`src/hdl/drld_pkg.sv`:
```
`default_nettype none
package drld_pkg;

   localparam int DATA_W  = 8;
   localparam int WORD_W  = 64;
   localparam int KIND_W  = 3;
   localparam int COUNT_W = 4;
   localparam int LANES   = WORD_W / DATA_W;

   localparam int QUEUE_DEPTH_DEF = 2;

   // result kinds
   localparam logic [KIND_W-1:0] KIND_RUN        = 3'd0;
   localparam logic [KIND_W-1:0] KIND_TERMINATOR = 3'd1;
   localparam logic [KIND_W-1:0] KIND_EXHAUSTED  = 3'd2;
   localparam logic [KIND_W-1:0] KIND_BAD_SIZE   = 3'd3;
   localparam logic [KIND_W-1:0] KIND_TRUNCATED  = 3'd4;

   // job codes passed from front to back
   localparam logic [1:0] OP_RUN   = 2'd0;
   localparam logic [1:0] OP_STAT  = 2'd1;
   localparam logic [1:0] OP_CLEAR = 2'd2;

   typedef struct packed {
      logic [1:0]        op;
      logic [KIND_W-1:0] kind;
      logic              eol;
      logic [WORD_W-1:0] len;
      logic [WORD_W-1:0] off;
   } job_type;

   // sign-extend a little-endian field of cnt bytes from its top byte
   function automatic logic [WORD_W-1:0] sext_field(input logic [WORD_W-1:0] raw,
                                                    input logic [COUNT_W-1:0] cnt);
      logic [WORD_W-1:0] res;
      logic              sign;
      res  = raw;
      sign = 1'b0;
      for (int j = 0; j < LANES - 1; j++) begin
         if (cnt == COUNT_W'(j + 1)) begin
            sign = raw[DATA_W*j + DATA_W - 1];
         end
      end
      if (cnt != '0 && cnt < COUNT_W'(LANES)) begin
         for (int i = 0; i < LANES; i++) begin
            if (COUNT_W'(i) >= cnt) begin
               res[DATA_W*i +: DATA_W] = {DATA_W{sign}};
            end
         end
      end
      return res;
   endfunction

endpackage
`default_nettype wire

```
`src/hdl/drld_front.sv`:
```
`default_nettype none
module drld_front import drld_pkg::*; (
   input  wire logic              clock,
   input  wire logic              reset,
   input  wire logic              accept,
   input  wire logic [DATA_W-1:0] data_byte,
   input  wire logic              end_of_list,
   output logic                   push_valid,
   output job_type                push_job
);

   localparam logic [1:0] PH_HEADER = 2'd0;
   localparam logic [1:0] PH_LENGTH = 2'd1;
   localparam logic [1:0] PH_OFFSET = 2'd2;
   localparam logic [1:0] PH_DONE   = 2'd3;

   logic [1:0]         phase_ff, phase_in;
   logic [COUNT_W-1:0] len_bytes_ff, len_bytes_in;
   logic [COUNT_W-1:0] off_bytes_ff, off_bytes_in;
   logic [COUNT_W-1:0] cnt_ff, cnt_in;
   logic [WORD_W-1:0]  len_acc_ff, len_acc_in;
   logic [WORD_W-1:0]  off_acc_ff, off_acc_in;

   logic [COUNT_W-1:0] hdr_len, hdr_off, cnt_next;
   logic [WORD_W-1:0]  len_merged, off_merged;

   assign hdr_len  = data_byte[3:0];
   assign hdr_off  = data_byte[7:4];
   assign cnt_next = cnt_ff + COUNT_W'(1);

   // counter stays below the field size, so its low bits pick the lane
   always_comb begin
      len_merged = len_acc_ff;
      off_merged = off_acc_ff;
      len_merged[DATA_W*cnt_ff[2:0] +: DATA_W] = data_byte;
      off_merged[DATA_W*cnt_ff[2:0] +: DATA_W] = data_byte;
   end

   always_comb begin
      phase_in     = phase_ff;
      len_bytes_in = len_bytes_ff;
      off_bytes_in = off_bytes_ff;
      cnt_in       = cnt_ff;
      len_acc_in   = len_acc_ff;
      off_acc_in   = off_acc_ff;
      push_valid   = 1'b0;
      push_job     = '{op: OP_STAT, kind: KIND_TERMINATOR, eol: end_of_list,
                       len: len_acc_ff, off: '0};
      if (accept) begin
         case (phase_ff)
            PH_HEADER: begin
               if (data_byte == '0) begin
                  push_valid    = 1'b1;
                  push_job.kind = KIND_TERMINATOR;
                  phase_in      = end_of_list ? PH_HEADER : PH_DONE;
               end else if (hdr_len == '0 || hdr_len > COUNT_W'(LANES)
                            || hdr_off > COUNT_W'(LANES)) begin
                  push_valid    = 1'b1;
                  push_job.kind = KIND_BAD_SIZE;
                  phase_in      = end_of_list ? PH_HEADER : PH_DONE;
               end else if (end_of_list) begin
                  push_valid    = 1'b1;
                  push_job.kind = KIND_TRUNCATED;
                  phase_in      = PH_HEADER;
               end else begin
                  len_bytes_in = hdr_len;
                  off_bytes_in = hdr_off;
                  cnt_in       = '0;
                  len_acc_in   = '0;
                  off_acc_in   = '0;
                  phase_in     = PH_LENGTH;
               end
            end
            PH_LENGTH: begin
               len_acc_in = len_merged;
               cnt_in     = cnt_next;
               if (cnt_next >= len_bytes_ff && off_bytes_ff == '0) begin
                  push_valid   = 1'b1;
                  push_job.op  = OP_RUN;
                  push_job.len = len_merged;
                  push_job.off = '0;
                  phase_in     = PH_HEADER;
               end else if (end_of_list) begin
                  push_valid    = 1'b1;
                  push_job.kind = KIND_TRUNCATED;
                  phase_in      = PH_HEADER;
               end else if (cnt_next >= len_bytes_ff) begin
                  cnt_in   = '0;
                  phase_in = PH_OFFSET;
               end
            end
            PH_OFFSET: begin
               off_acc_in = off_merged;
               cnt_in     = cnt_next;
               if (cnt_next >= off_bytes_ff) begin
                  push_valid   = 1'b1;
                  push_job.op  = OP_RUN;
                  push_job.off = sext_field(off_merged, off_bytes_ff);
                  phase_in     = PH_HEADER;
               end else if (end_of_list) begin
                  push_valid    = 1'b1;
                  push_job.kind = KIND_TRUNCATED;
                  phase_in      = PH_HEADER;
               end
            end
            default: begin
               // ignored bytes; end of list wipes the back's sums too
               if (end_of_list) begin
                  push_valid  = 1'b1;
                  push_job.op = OP_CLEAR;
                  phase_in    = PH_HEADER;
               end
            end
         endcase
      end
   end

   always_ff @(posedge clock) begin
      if (reset) begin
         phase_ff     <= PH_HEADER;
         len_bytes_ff <= '0;
         off_bytes_ff <= '0;
         cnt_ff       <= '0;
         len_acc_ff   <= '0;
         off_acc_ff   <= '0;
      end else begin
         phase_ff     <= phase_in;
         len_bytes_ff <= len_bytes_in;
         off_bytes_ff <= off_bytes_in;
         cnt_ff       <= cnt_in;
         len_acc_ff   <= len_acc_in;
         off_acc_ff   <= off_acc_in;
      end
   end

endmodule
`default_nettype wire

```
`src/hdl/drld_queue.sv`:
```
`default_nettype none
module drld_queue import drld_pkg::*; #(
   parameter int DEPTH = QUEUE_DEPTH_DEF
) (
   input  wire logic    clock,
   input  wire logic    reset,
   input  wire logic    push,
   input  wire job_type push_job,
   input  wire logic    pop,
   output job_type      head,
   output logic         full,
   output logic         empty
);

   localparam int PTR_W = (DEPTH > 1) ? $clog2(DEPTH) : 1;
   localparam int CNT_W = $clog2(DEPTH + 1);

   job_type            entry_ff [DEPTH];
   logic [PTR_W-1:0]   wr_ptr_ff, wr_ptr_in;
   logic [PTR_W-1:0]   rd_ptr_ff, rd_ptr_in;
   logic [CNT_W-1:0]   count_ff, count_in;
   logic               do_push, do_pop;

   assign full    = (count_ff == CNT_W'(DEPTH));
   assign empty   = (count_ff == '0);
   assign do_push = push && !full;
   assign do_pop  = pop && !empty;
   assign head    = entry_ff[rd_ptr_ff];

   always_comb begin
      wr_ptr_in = wr_ptr_ff;
      rd_ptr_in = rd_ptr_ff;
      count_in  = count_ff;
      if (do_push) begin
         wr_ptr_in = (wr_ptr_ff == PTR_W'(DEPTH - 1)) ? '0 : wr_ptr_ff + PTR_W'(1);
      end
      if (do_pop) begin
         rd_ptr_in = (rd_ptr_ff == PTR_W'(DEPTH - 1)) ? '0 : rd_ptr_ff + PTR_W'(1);
      end
      if (do_push && !do_pop) begin
         count_in = count_ff + CNT_W'(1);
      end else if (do_pop && !do_push) begin
         count_in = count_ff - CNT_W'(1);
      end
   end

   always_ff @(posedge clock) begin
      if (reset) begin
         wr_ptr_ff <= '0;
         rd_ptr_ff <= '0;
         count_ff  <= '0;
      end else begin
         wr_ptr_ff <= wr_ptr_in;
         rd_ptr_ff <= rd_ptr_in;
         count_ff  <= count_in;
      end
   end

   always_ff @(posedge clock) begin
      if (do_push) begin
         entry_ff[wr_ptr_ff] <= push_job;
      end
   end

endmodule
`default_nettype wire

```
`src/hdl/drld_back.sv`:
```
`default_nettype none
module drld_back import drld_pkg::*; (
   input  wire logic               clock,
   input  wire logic               reset,
   input  wire job_type            head,
   input  wire logic               empty,
   output logic                    pop,
   output logic                    rsp_valid,
   input  wire logic               rsp_ready,
   output logic [KIND_W-1:0]       rsp_kind,
   output logic [WORD_W-1:0]       rsp_start_cluster,
   output logic [WORD_W-1:0]       rsp_run_clusters,
   output logic [WORD_W-1:0]       rsp_total_clusters,
   output logic                    rsp_last_of_list
);

   logic [WORD_W-1:0] pos_ff, pos_in;
   logic [WORD_W-1:0] tot_ff, tot_in;
   logic              second_ff, second_in;
   logic              rsp_valid_ff, rsp_valid_in;

   logic [KIND_W-1:0] kind_ff, kind_in;
   logic [WORD_W-1:0] start_ff, start_in;
   logic [WORD_W-1:0] run_ff, run_in;
   logic [WORD_W-1:0] total_ff, total_in;
   logic              last_ff, last_in;

   logic              go, emit, len_nz;
   logic [WORD_W-1:0] sum_pos, sum_tot;

   assign go      = !empty && (!rsp_valid_ff || rsp_ready);
   assign sum_pos = pos_ff + head.off;
   assign sum_tot = tot_ff + head.len;
   assign len_nz  = (head.len != '0);

   always_comb begin
      pos_in    = pos_ff;
      tot_in    = tot_ff;
      second_in = second_ff;
      pop       = 1'b0;
      emit      = 1'b0;
      kind_in   = head.kind;
      start_in  = pos_ff;
      run_in    = '0;
      total_in  = tot_ff;
      last_in   = 1'b1;
      if (go) begin
         case (head.op)
            OP_CLEAR: begin
               pos_in = '0;
               tot_in = '0;
               pop    = 1'b1;
            end
            OP_STAT: begin
               emit = 1'b1;
               pop  = 1'b1;
               if (head.eol) begin
                  pos_in = '0;
                  tot_in = '0;
               end
            end
            OP_RUN: begin
               if (second_ff) begin
                  // status after a run that closed the list
                  emit      = 1'b1;
                  kind_in   = KIND_EXHAUSTED;
                  pos_in    = '0;
                  tot_in    = '0;
                  second_in = 1'b0;
                  pop       = 1'b1;
               end else if (len_nz) begin
                  emit     = 1'b1;
                  kind_in  = KIND_RUN;
                  start_in = sum_pos;
                  run_in   = head.len;
                  total_in = sum_tot;
                  last_in  = 1'b0;
                  pos_in   = sum_pos;
                  tot_in   = sum_tot;
                  if (head.eol) begin
                     second_in = 1'b1;
                  end else begin
                     pop = 1'b1;
                  end
               end else begin
                  pos_in = sum_pos;
                  pop    = 1'b1;
                  if (head.eol) begin
                     emit     = 1'b1;
                     kind_in  = KIND_EXHAUSTED;
                     start_in = sum_pos;
                     pos_in   = '0;
                     tot_in   = '0;
                  end
               end
            end
            default: begin
               pop = 1'b1;
            end
         endcase
      end
   end

   always_comb begin
      if (emit) begin
         rsp_valid_in = 1'b1;
      end else if (rsp_ready) begin
         rsp_valid_in = 1'b0;
      end else begin
         rsp_valid_in = rsp_valid_ff;
      end
   end

   always_ff @(posedge clock) begin
      if (reset) begin
         pos_ff       <= '0;
         tot_ff       <= '0;
         second_ff    <= 1'b0;
         rsp_valid_ff <= 1'b0;
      end else begin
         pos_ff       <= pos_in;
         tot_ff       <= tot_in;
         second_ff    <= second_in;
         rsp_valid_ff <= rsp_valid_in;
      end
   end

   always_ff @(posedge clock) begin
      if (emit) begin
         kind_ff  <= kind_in;
         start_ff <= start_in;
         run_ff   <= run_in;
         total_ff <= total_in;
         last_ff  <= last_in;
      end
   end

   assign rsp_valid          = rsp_valid_ff;
   assign rsp_kind           = kind_ff;
   assign rsp_start_cluster  = start_ff;
   assign rsp_run_clusters   = run_ff;
   assign rsp_total_clusters = total_ff;
   assign rsp_last_of_list   = last_ff;

endmodule
`default_nettype wire

```
`src/hdl/data_run_list_decoder_core.sv`:
```
// Run-list decoder: takes one run-list byte per cycle while the queue is not
// full; returns run records (start cluster, length, running total) and one
// status record per list. The front end assembles header, length and offset
// fields one accepted byte a cycle; each finished run or status becomes a job
// in a small queue (QUEUE_DEPTH entries) that the back end works off at one job
// per cycle unless the output register holds an untaken record, with one 64-bit
// position add and one 64-bit total add into that register. A byte that
// completes a run and ends the list yields two records and holds the back end
// for a second pass on its job, which the queue absorbs while the front keeps
// taking bytes until it is full; a job is queued, then its record registered.
`default_nettype none
module data_run_list_decoder_core import drld_pkg::*; #(
   parameter int QUEUE_DEPTH = QUEUE_DEPTH_DEF
) (
   input  wire logic              clock,
   input  wire logic              reset,
   input  wire logic              req_valid,
   output logic                   req_ready,
   input  wire logic [DATA_W-1:0] req_data_byte,
   input  wire logic              req_end_of_list,
   output logic                   rsp_valid,
   input  wire logic              rsp_ready,
   output logic [KIND_W-1:0]      rsp_kind,
   output logic [WORD_W-1:0]      rsp_start_cluster,
   output logic [WORD_W-1:0]      rsp_run_clusters,
   output logic [WORD_W-1:0]      rsp_total_clusters,
   output logic                   rsp_last_of_list
);

   logic    accept, push_valid, pop, full, empty;
   job_type push_job, head;

   assign req_ready = !full;
   assign accept    = req_valid && req_ready;

   drld_front u_front (
      .clock       (clock),
      .reset       (reset),
      .accept      (accept),
      .data_byte   (req_data_byte),
      .end_of_list (req_end_of_list),
      .push_valid  (push_valid),
      .push_job    (push_job)
   );

   drld_queue #(
      .DEPTH (QUEUE_DEPTH)
   ) u_queue (
      .clock    (clock),
      .reset    (reset),
      .push     (push_valid),
      .push_job (push_job),
      .pop      (pop),
      .head     (head),
      .full     (full),
      .empty    (empty)
   );

   drld_back u_back (
      .clock              (clock),
      .reset              (reset),
      .head               (head),
      .empty              (empty),
      .pop                (pop),
      .rsp_valid          (rsp_valid),
      .rsp_ready          (rsp_ready),
      .rsp_kind           (rsp_kind),
      .rsp_start_cluster  (rsp_start_cluster),
      .rsp_run_clusters   (rsp_run_clusters),
      .rsp_total_clusters (rsp_total_clusters),
      .rsp_last_of_list   (rsp_last_of_list)
   );

endmodule
`default_nettype wire

```
`config.mk`:
```
export PLATFORM = sky130hd
export DESIGN_NAME = data_run_list_decoder_core
export DESIGN_NICKNAME = d
export VERILOG_FILES = /design/src/hdl/drld_pkg.sv /design/src/hdl/drld_front.sv /design/src/hdl/drld_queue.sv /design/src/hdl/drld_back.sv /design/src/hdl/data_run_list_decoder_core.sv
export SDC_FILE = /design/constraint.sdc
export NUM_CORES = 2
export LEC_CHECK = 0
export BUFFER_PORTS_ARGS = -buffer_cell sky130_fd_sc_hd__buf_4
export CORE_MARGIN = 8
export CORE_UTILIZATION = 44
export DETAILED_ROUTE_END_ITERATION = 12
export GPL_TIMING_DRIVEN = 0
export PLACE_DENSITY_LB_ADDON = 0.3
export SYNTH_ARGS = -nofsm -noshare
export SYNTH_HDL_FRONTEND = slang
export SYNTH_SLANG_ARGS = --single-unit
export TNS_END_PERCENT = 30
```
`constraint.sdc`:
```
create_clock -name clock -period 10.2 [get_ports clock]
set_input_delay 0.51 -clock clock [delete_from_list [all_inputs] [get_ports clock]]
set_output_delay 0.51 -clock clock [all_outputs]
set_load 0.005 [all_outputs]
```
Yosys cells after proc, flatten, opt, wreduce, memory -nomap -nowiden
Memories as Yosys holds them, arrays and structs flattened. A register that Yosys moved wholly into a read port is not among the register bits.
Cells that the tools add are included.
W data, S select, Z words.

word-level totals
  logic and storage cells = 214
  memories kept = 1
  register bits after elaboration = 472
  memory bits (read-only) = 0
  bits of input ports = 13
  bits in latches = 0
  output and inout bits = 198
  memory bits (writable) = 268

memory list
  memory            words  bits a word  rd ports  clocked after memory_dff  wr ports  line              source
  u_queue.entry_ff  2      134          1         1                         1         drld_queue.sv:18  job_type entry_ff [DEPTH];

cells by class
  shifts and indexed selects = 2
  order comparisons = 13
  div/mod/pow operators = 0
  eq/ne operators = 17
  reduce and logical (&&, ||, !) cells = 40
  bitwise logic cells = 6
  $add $sub $neg = 8
  muxes and demuxes = 109
  multiply operators = 0

operators by type and width
  cell                       count
  $mux W64                   22
  $pmux W64 S2               3
  $pmux W64 S3               2
  $mux W128                  2
  $add A64 B64 Y64           2
  $bwmux W64                 2
  $mux W8                    8
  $reduce_bool A64 Y1        1
  $shift A8 B34 Y64 const A  1
  $shiftx A8 B34 Y64         1
  $mux W1                    36
  $neg A6 Y34                1
  $mux W3                    10
  $mux W4                    6
  $mux W2                    11
  $reduce_and A5 Y1          4
  $eq A4 B3 Y1 const B       4
  $ge A3 B4 Y1 const A       4
  $pmux W2 S3                2
  $pmux W4 S3                1
  $pmux W3 S3                1
  $eq A4 B2 Y1 const B       2
  $ge A1 B4 Y1 const A       2
  $ge A2 B4 Y1 const A       2
  29 further kinds           65

Longest topological paths before layout
  depth in word-level cells = 15
  depth in mapped cells = 19
  mapped depth without buffers = 14

Hierarchy
Synthesis repeated with hierarchy kept, for this count alone.

second synthesis, totals
  cells, all modules = 3644
  area, all modules = 37925.1 µm²

by module, submodules not included
  module                      cells each  times used  seq. area each (µm²)  area each (µm²)
  drld_back                   2234        1           8488.1                19892.8
  drld_queue                  442         1           8147.8                10124.7
  drld_front                  966         1           2842.7                7897.6
  data_run_list_decoder_core  2           1           0.0                   10.0

Least setup slack after synthesis
Ideal clock, no wire load.

  path type = reg-to-reg
  start = reg u_front.cnt_ff[0]
  end = mem u_queue.entry_ff[0][0] in the netlist's numbering, enable pin
  library setup time = 0.645 ns
  buffers on the path = 1
  stages on the path, launching flop included = 13
  data arrival time = 8.810 ns
  required time = 9.555 ns
  clock period less this slack = 9.455 ns
  path slack = 0.745 ns
  cells stage by stage = dfxtp_1 buf_2 inv_1 ha_1 ha_1 a21o_1 a21o_1 a21oi_1 nor4_1 a211oi_1 o22ai_1 and3_1 nor2b_1

on the way
  longest elaborated chain between the ends = 9
  elaborated cells between the ends (all ways) = 11
  those cells by class = 1 x add/sub; 2 x order compare; 6 x mux; 2 x reduce/logical

ends and longest elaborated chain
  what                               line               source
  start: declaration                 drld_front.sv:20   logic [COUNT_W-1:0] cnt_ff, cnt_in;
  start signal: assignment           drld_front.sv:130  cnt_ff <= cnt_in;
  $add A4 B1 Y4 (*)                  drld_front.sv:29   assign cnt_next = cnt_ff + COUNT_W'(1);
  $ge A4 B4 Y1                       drld_front.sv:77   if (cnt_next >= len_bytes_ff && off_bytes_ff == '0) begin
  $logic_and A1 B1 Y1                drld_front.sv:77
  $mux W1                            drld_front.sv:77
  $pmux W1 S3 (*)                    drld_front.sv:50   case (phase_ff)
  $mux W1 (*)                        drld_front.sv:49   if (accept) begin
  $logic_and A1 B1 Y1 (*)            drld_queue.sv:26   assign do_push = push && !full;
  net u_queue.do_push                drld_queue.sv:22   logic do_push, do_pop;
  $mux W1 (*)                        drld_queue.sv:60   if (do_push) begin
  $mux W1 (implied by the code) (*)  drld_queue.sv:61   entry_ff[wr_ptr_ff] <= push_job;
  end: declaration                   drld_queue.sv:18

Mark *: on every way through the listed nets, which the timed path passes. The rest lies on a longest branch.

==> flow_results.xml <==
<?xml version="1.0" encoding="UTF-8"?>
<metrics>
  <group name="timing">
    <metric name="worst_pin_slew" unit="ns">1.34</metric>
    <metric name="timing.final.setup_violations" unit="">0</metric>
    <metric name="finalWorstPathRequiredPeriod" unit="ns">7.04</metric>
    <metric name="max_freq" unit="MHz">142</metric>
    <metric name="timing.final.crit_share" unit="%">69.0</metric>
    <metric name="fin_worst_skew" unit="ns">0.0310</metric>
    <metric name="timing.setup.tns" unit="ns">0</metric>
    <metric name="report.final.hold_viol_count" unit="">0</metric>
    <metric name="slew-limit-headroom" unit="%">10.9</metric>
    <metric name="rsz0062_at_grt" unit="">no</metric>
    <metric name="timing.final.max_slew_violations" unit="">0</metric>
  </group>
  <group name="drt">
    <metric name="drt_iter0_markers" unit="">3329</metric>
    <metric name="routed_wire_length_per_instance" unit="um">23.5</metric>
    <metric name="route.vias.total" unit="">30400</metric>
    <metric name="drt_drc_violations_left" unit="">0</metric>
    <metric name="routed_wl" unit="mm">122</metric>
    <metric name="drt_pass1_iterations" unit="">9</metric>
    <metric name="viasPerCell" unit="">5.85</metric>
    <metric name="final_antenna_net_count" unit="">0</metric>
  </group>
  <group name="synth">
    <metric name="synth_top_cells_by_area" unit="">sky130_fd_sc_hd__edfxtp_1 (37%), sky130_fd_sc_hd__dfxtp_1 (15%), sky130_fd_sc_hd__mux2_2 (6.7%), sky130_fd_sc_hd__ha_1 (4.8%), sky130_fd_sc_hd__nand2_1 (3.9%)</metric>
    <metric name="synth-async-reset-ratio" unit="%">0</metric>
    <metric name="yosys_warnings" unit="">0</metric>
    <metric name="synthCells" unit="">3660</metric>
    <metric name="synth_enable_flop_cells" unit="">464</metric>
    <metric name="syn-mean-instance-area" unit="um^2">10.4</metric>
    <metric name="synth.ff_latch_count" unit="">741</metric>
    <metric name="netlist_area" unit="mm^2">0.0381</metric>
    <metric name="post_synth_num_cell_types" unit="">97</metric>
    <metric name="ys_seq_area_share" unit="%">51.1</metric>
    <metric name="ys_top_cells_by_count" unit="">sky130_fd_sc_hd__edfxtp_1 (464), sky130_fd_sc_hd__nand2_1 (398), sky130_fd_sc_hd__nor2_1 (374)</metric>
    <metric name="synth_top_area_share" unit="%">36.6</metric>
    <metric name="yosys_most_used_dff" unit="">sky130_fd_sc_hd__edfxtp_1</metric>
    <metric name="synth_nets" unit="">3821</metric>
    <metric name="yosys.area.top_type" unit="">sky130_fd_sc_hd__edfxtp_1</metric>
    <metric name="yosysMostFrequentCell" unit="">sky130_fd_sc_hd__edfxtp_1</metric>
  </group>
  <group name="floorplan">
    <metric name="initial_core_util" unit="%">44.1</metric>
    <metric name="top_level_ports" unit="">211</metric>
    <metric name="die_h" unit="um">310</metric>
    <metric name="floorplan.rows" unit="">108</metric>
    <metric name="die-width" unit="um">310</metric>
    <metric name="core_area" unit="mm^2">0.0863</metric>
    <metric name="dieArea" unit="mm^2">0.0962</metric>
  </group>
  <group name="setup_path">
    <metric name="critical_path.startpoint_type" unit="">flip-flop</metric>
    <metric name="r2r_setup_slack" unit="ns">3.16</metric>
    <metric name="max_stage_delay" unit="ns">0.71</metric>
    <metric name="timing.rr.end" unit="">u_back.rsp_start_cluster[59]</metric>
    <metric name="timing.critical_path.max_delay_family" unit="">buffers and inverters</metric>
    <metric name="worst-setup-path-type" unit="">flip-flop to flip-flop</metric>
    <metric name="crit_path_max_fanout" unit="">10</metric>
    <metric name="critPathBufInv" unit="">7</metric>
    <metric name="timing.critical_path.slowest_stage_cell" unit="">sky130_fd_sc_hd__buf_1</metric>
    <metric name="timing.critical_path.arrival" unit="ns">7.41</metric>
    <metric name="cp_cell_sequence" unit="">buf_2, buf_6, clkbuf_1, buf_1, buf_1, clkbuf_1, mux2i_1, inv_1, ha_1, a211oi_1, nor2_1, o311ai_1, a211o_1, a31oi_1, o21a_1, a31o_2, a31oi_2, xnor2_1, mux2_2</metric>
    <metric name="critPathRequiredTime" unit="ns">10.57</metric>
    <metric name="r2r_cells" unit="">19</metric>
    <metric name="setup.worst_path.end_class" unit="">flip-flop</metric>
  </group>
  <group name="power_and_ir_drop">
    <metric name="worst_ir_drop_vdd" unit="V">0.000157</metric>
    <metric name="power_density" unit="mW/mm^2">248</metric>
    <metric name="leakage" unit="nW">17.0</metric>
  </group>
  <group name="global_route">
    <metric name="grt_max_degree" unit="">125</metric>
    <metric name="grt_overflow" unit="">0</metric>
    <metric name="grt_pass1_vias" unit="">28500</metric>
    <metric name="grt_first_pass_wirelength" unit="mm">178</metric>
    <metric name="antenna_found_initial" unit="">2</metric>
    <metric name="globalRouteTotalUtil" unit="%">24.3</metric>
  </group>
  <group name="hold_path">
    <metric name="min_delay_path_depth" unit="">1</metric>
    <metric name="hold_start" unit="">req_end_of_list</metric>
    <metric name="min_to" unit="">u_queue.entry_ff[0][128]</metric>
    <metric name="min_path_type" unit="">input port to flip-flop</metric>
  </group>
  <group name="clocking">
    <metric name="cell_at_the_root_of_the_clock_tree" unit="">sky130_fd_sc_hd__clkbuf_16</metric>
    <metric name="cts.path.max_buffers" unit="">3</metric>
    <metric name="cts_tree" unit="">done</metric>
    <metric name="deepest_level_of_the_cts_h_tree" unit="">3</metric>
    <metric name="cts_resized" unit="">0</metric>
    <metric name="cts_inserted_buffers" unit="">82</metric>
    <metric name="cts_stage_hold_buffer_count" unit="">0</metric>
    <metric name="clkLatencyLatePin" unit="ns">0.65</metric>
    <metric name="post_cts.repair.setup_buffers" unit="">0</metric>
    <metric name="clkTransAtPathRegs" unit="ns">0.06</metric>
    <metric name="cts.sinks" unit="">741</metric>
  </group>
  <group name="layout">
    <metric name="area_of_the_multi_input_gates" unit="mm^2">0.0175</metric>
    <metric name="n_antenna_cell" unit="">0</metric>
    <metric name="area.growth.synth_to_final" unit="%">15.8</metric>
    <metric name="final_net_count" unit="">4123</metric>
    <metric name="fillerInstances" unit="">7762</metric>
    <metric name="area.sequential" unit="mm^2">0.0195</metric>
    <metric name="stdcell_count" unit="">5187</metric>
    <metric name="drive_above_1_share" unit="%">16.3</metric>
  </group>
  <group name="placed_design">
    <metric name="dp_hpwl" unit="mm">92.2</metric>
    <metric name="place.detailed.instances" unit="">5033</metric>
    <metric name="numPortBuffers" unit="">210</metric>
    <metric name="gp_routability_congestion" unit="">0.958</metric>
  </group>
  <group name="outcome">
    <metric name="run_status" unit="">finished clean</metric>
  </group>
  <group name="run">
    <metric name="max_cap_violations" unit="">0</metric>
  </group>
</metrics>
-- layout by cell type, fill, tap and decap left out, types with 74 or more instances in the layout --
cell | Yosys | layout
sky130_fd_sc_hd__a21oi_1 | 266 | 266
sky130_fd_sc_hd__a22oi_1 | 135 | 135
sky130_fd_sc_hd__and3_1 | 78 | 78
sky130_fd_sc_hd__buf_4 | 6 | 216
sky130_fd_sc_hd__clkbuf_1 | 166 | 179
sky130_fd_sc_hd__clkbuf_16 | 0 | 84
sky130_fd_sc_hd__dfxtp_1 | 277 | 277
sky130_fd_sc_hd__edfxtp_1 | 464 | 464
sky130_fd_sc_hd__ha_1 | 146 | 146
sky130_fd_sc_hd__inv_1 | 75 | 74
sky130_fd_sc_hd__mux2_2 | 228 | 228
sky130_fd_sc_hd__nand2_1 | 398 | 398
sky130_fd_sc_hd__nor2_1 | 374 | 374
sky130_fd_sc_hd__o21ai_0 | 127 | 127
sky130_fd_sc_hd__xnor2_1 | 81 | 81
-- registers in the layout (all words and copies together) (netlist names), 2 cells and up, named ones only --
name	count
u_queue.entry_ff	268
u_back.pos_ff	64
u_back.rsp_run_clusters	64
u_back.rsp_start_cluster	64
u_back.rsp_total_clusters	64
u_back.tot_ff	64
u_front.len_acc_ff	64
u_front.off_acc_ff	64
u_front.cnt_ff	4
u_front.len_bytes_ff	4
u_front.off_bytes_ff	4
u_back.rsp_kind	3
u_front.phase_ff	2
u_queue.count_ff	2
-- worst max path at each step --
stage / start / endpoint / cells after the start
after floorplan: u_front.cnt_ff[0] / u_queue.entry_ff[0][0] / 12
after global placement: u_front.cnt_ff[0] / u_queue.entry_ff[0][20] / 12
after detailed placement: flip-flop / u_back.rsp_start_cluster[58] / 18
after CTS: flip-flop / u_back.rsp_start_cluster[58] / 18
after global routing: flip-flop / u_back.rsp_start_cluster[51] / 19
final: flip-flop / u_back.rsp_start_cluster[59] / 19
-- cells by family (layout without fill, tap and decap cells) --
logic type / Yosys count / count (layout) / share of synthesized area, %
multiplexers: 267 / 267 / 7.78
AND/OR/NAND/NOR: 1183 / 1183 / 14.3
XOR/XNOR: 126 / 126 / 2.90
buffers and inverters: 288 / 660 / 3.02
AO/OA/AOI/OAI: 907 / 907 / 15.9
flip-flops: 741 / 741 / 51.1
adder cells (fa/ha/maj): 148 / 148 / 4.90
-- report_power, final --
part	switching [mW]	internal, mW	leakage, nW
registers	0.238	3.92	6.66
clock network	1.27	1.82	1.37
logic	2.31	1.40	8.96
total	3.81	7.14	17.0
-- routing by layer --
metal / global-route usage (%) / wire (um) / vias up / share of wire, %
met3: 3.65 / 9200 / 209 / 7.5
met2: 38.9 / 56000 / 1208 / 46
met1: 33.5 / 52700 / 14800 / 43
met4: 8.44 / 4040 / 2 / 3.3
li1: - / - / 14200 / -
met5: 0 / 13 / - / 0.011
-- worst reg2reg max path, stage by stage (launching register included) --
cell and delay (ns):
sky130_fd_sc_hd__dfxtp_1 0.31, sky130_fd_sc_hd__buf_2 0.28, sky130_fd_sc_hd__buf_6 0.20, sky130_fd_sc_hd__clkbuf_1 0.39
sky130_fd_sc_hd__buf_1 0.71, sky130_fd_sc_hd__buf_1 0.52, sky130_fd_sc_hd__clkbuf_1 0.66, sky130_fd_sc_hd__mux2i_1 0.40
sky130_fd_sc_hd__inv_1 0.09, sky130_fd_sc_hd__ha_1 0.31, sky130_fd_sc_hd__a211oi_1 0.25, sky130_fd_sc_hd__nor2_1 0.13
sky130_fd_sc_hd__o311ai_1 0.65, sky130_fd_sc_hd__a211o_1 0.31, sky130_fd_sc_hd__a31oi_1 0.22, sky130_fd_sc_hd__o21a_1 0.31
sky130_fd_sc_hd__a31o_2 0.27, sky130_fd_sc_hd__a31oi_2 0.33, sky130_fd_sc_hd__xnor2_1 0.13, sky130_fd_sc_hd__mux2_2 0.31
-- layout make-up --
type	instances	share of cell area [%]
clock buffer	103	5.06
timing repair buffer	218	4.02
multi-input combinational	2631	39.6
buffer	211	1.95
inverter	77	0.672
tap	1155	3.28
clock inverter	51	1.26
sequential	741	44.1
-- metrics by stage --
stage	hold slack, ns	area [um^2]	setup slack [ns]	power (mW)	util [%]
after floorplan	0.443	38100	0.745	6.47	-
after global placement	0.453	41100	-4.11	7.95	47.6
after detailed placement	0.462	41300	3.24	7.90	47.9
after CTS	0.143	44100	3.19	11.0	51.1
after global routing	0.152	44100	2.73	11.5	51.1
final	0.176	44100	3.16	10.9	51.1
(Power assumes the default switching activity.)
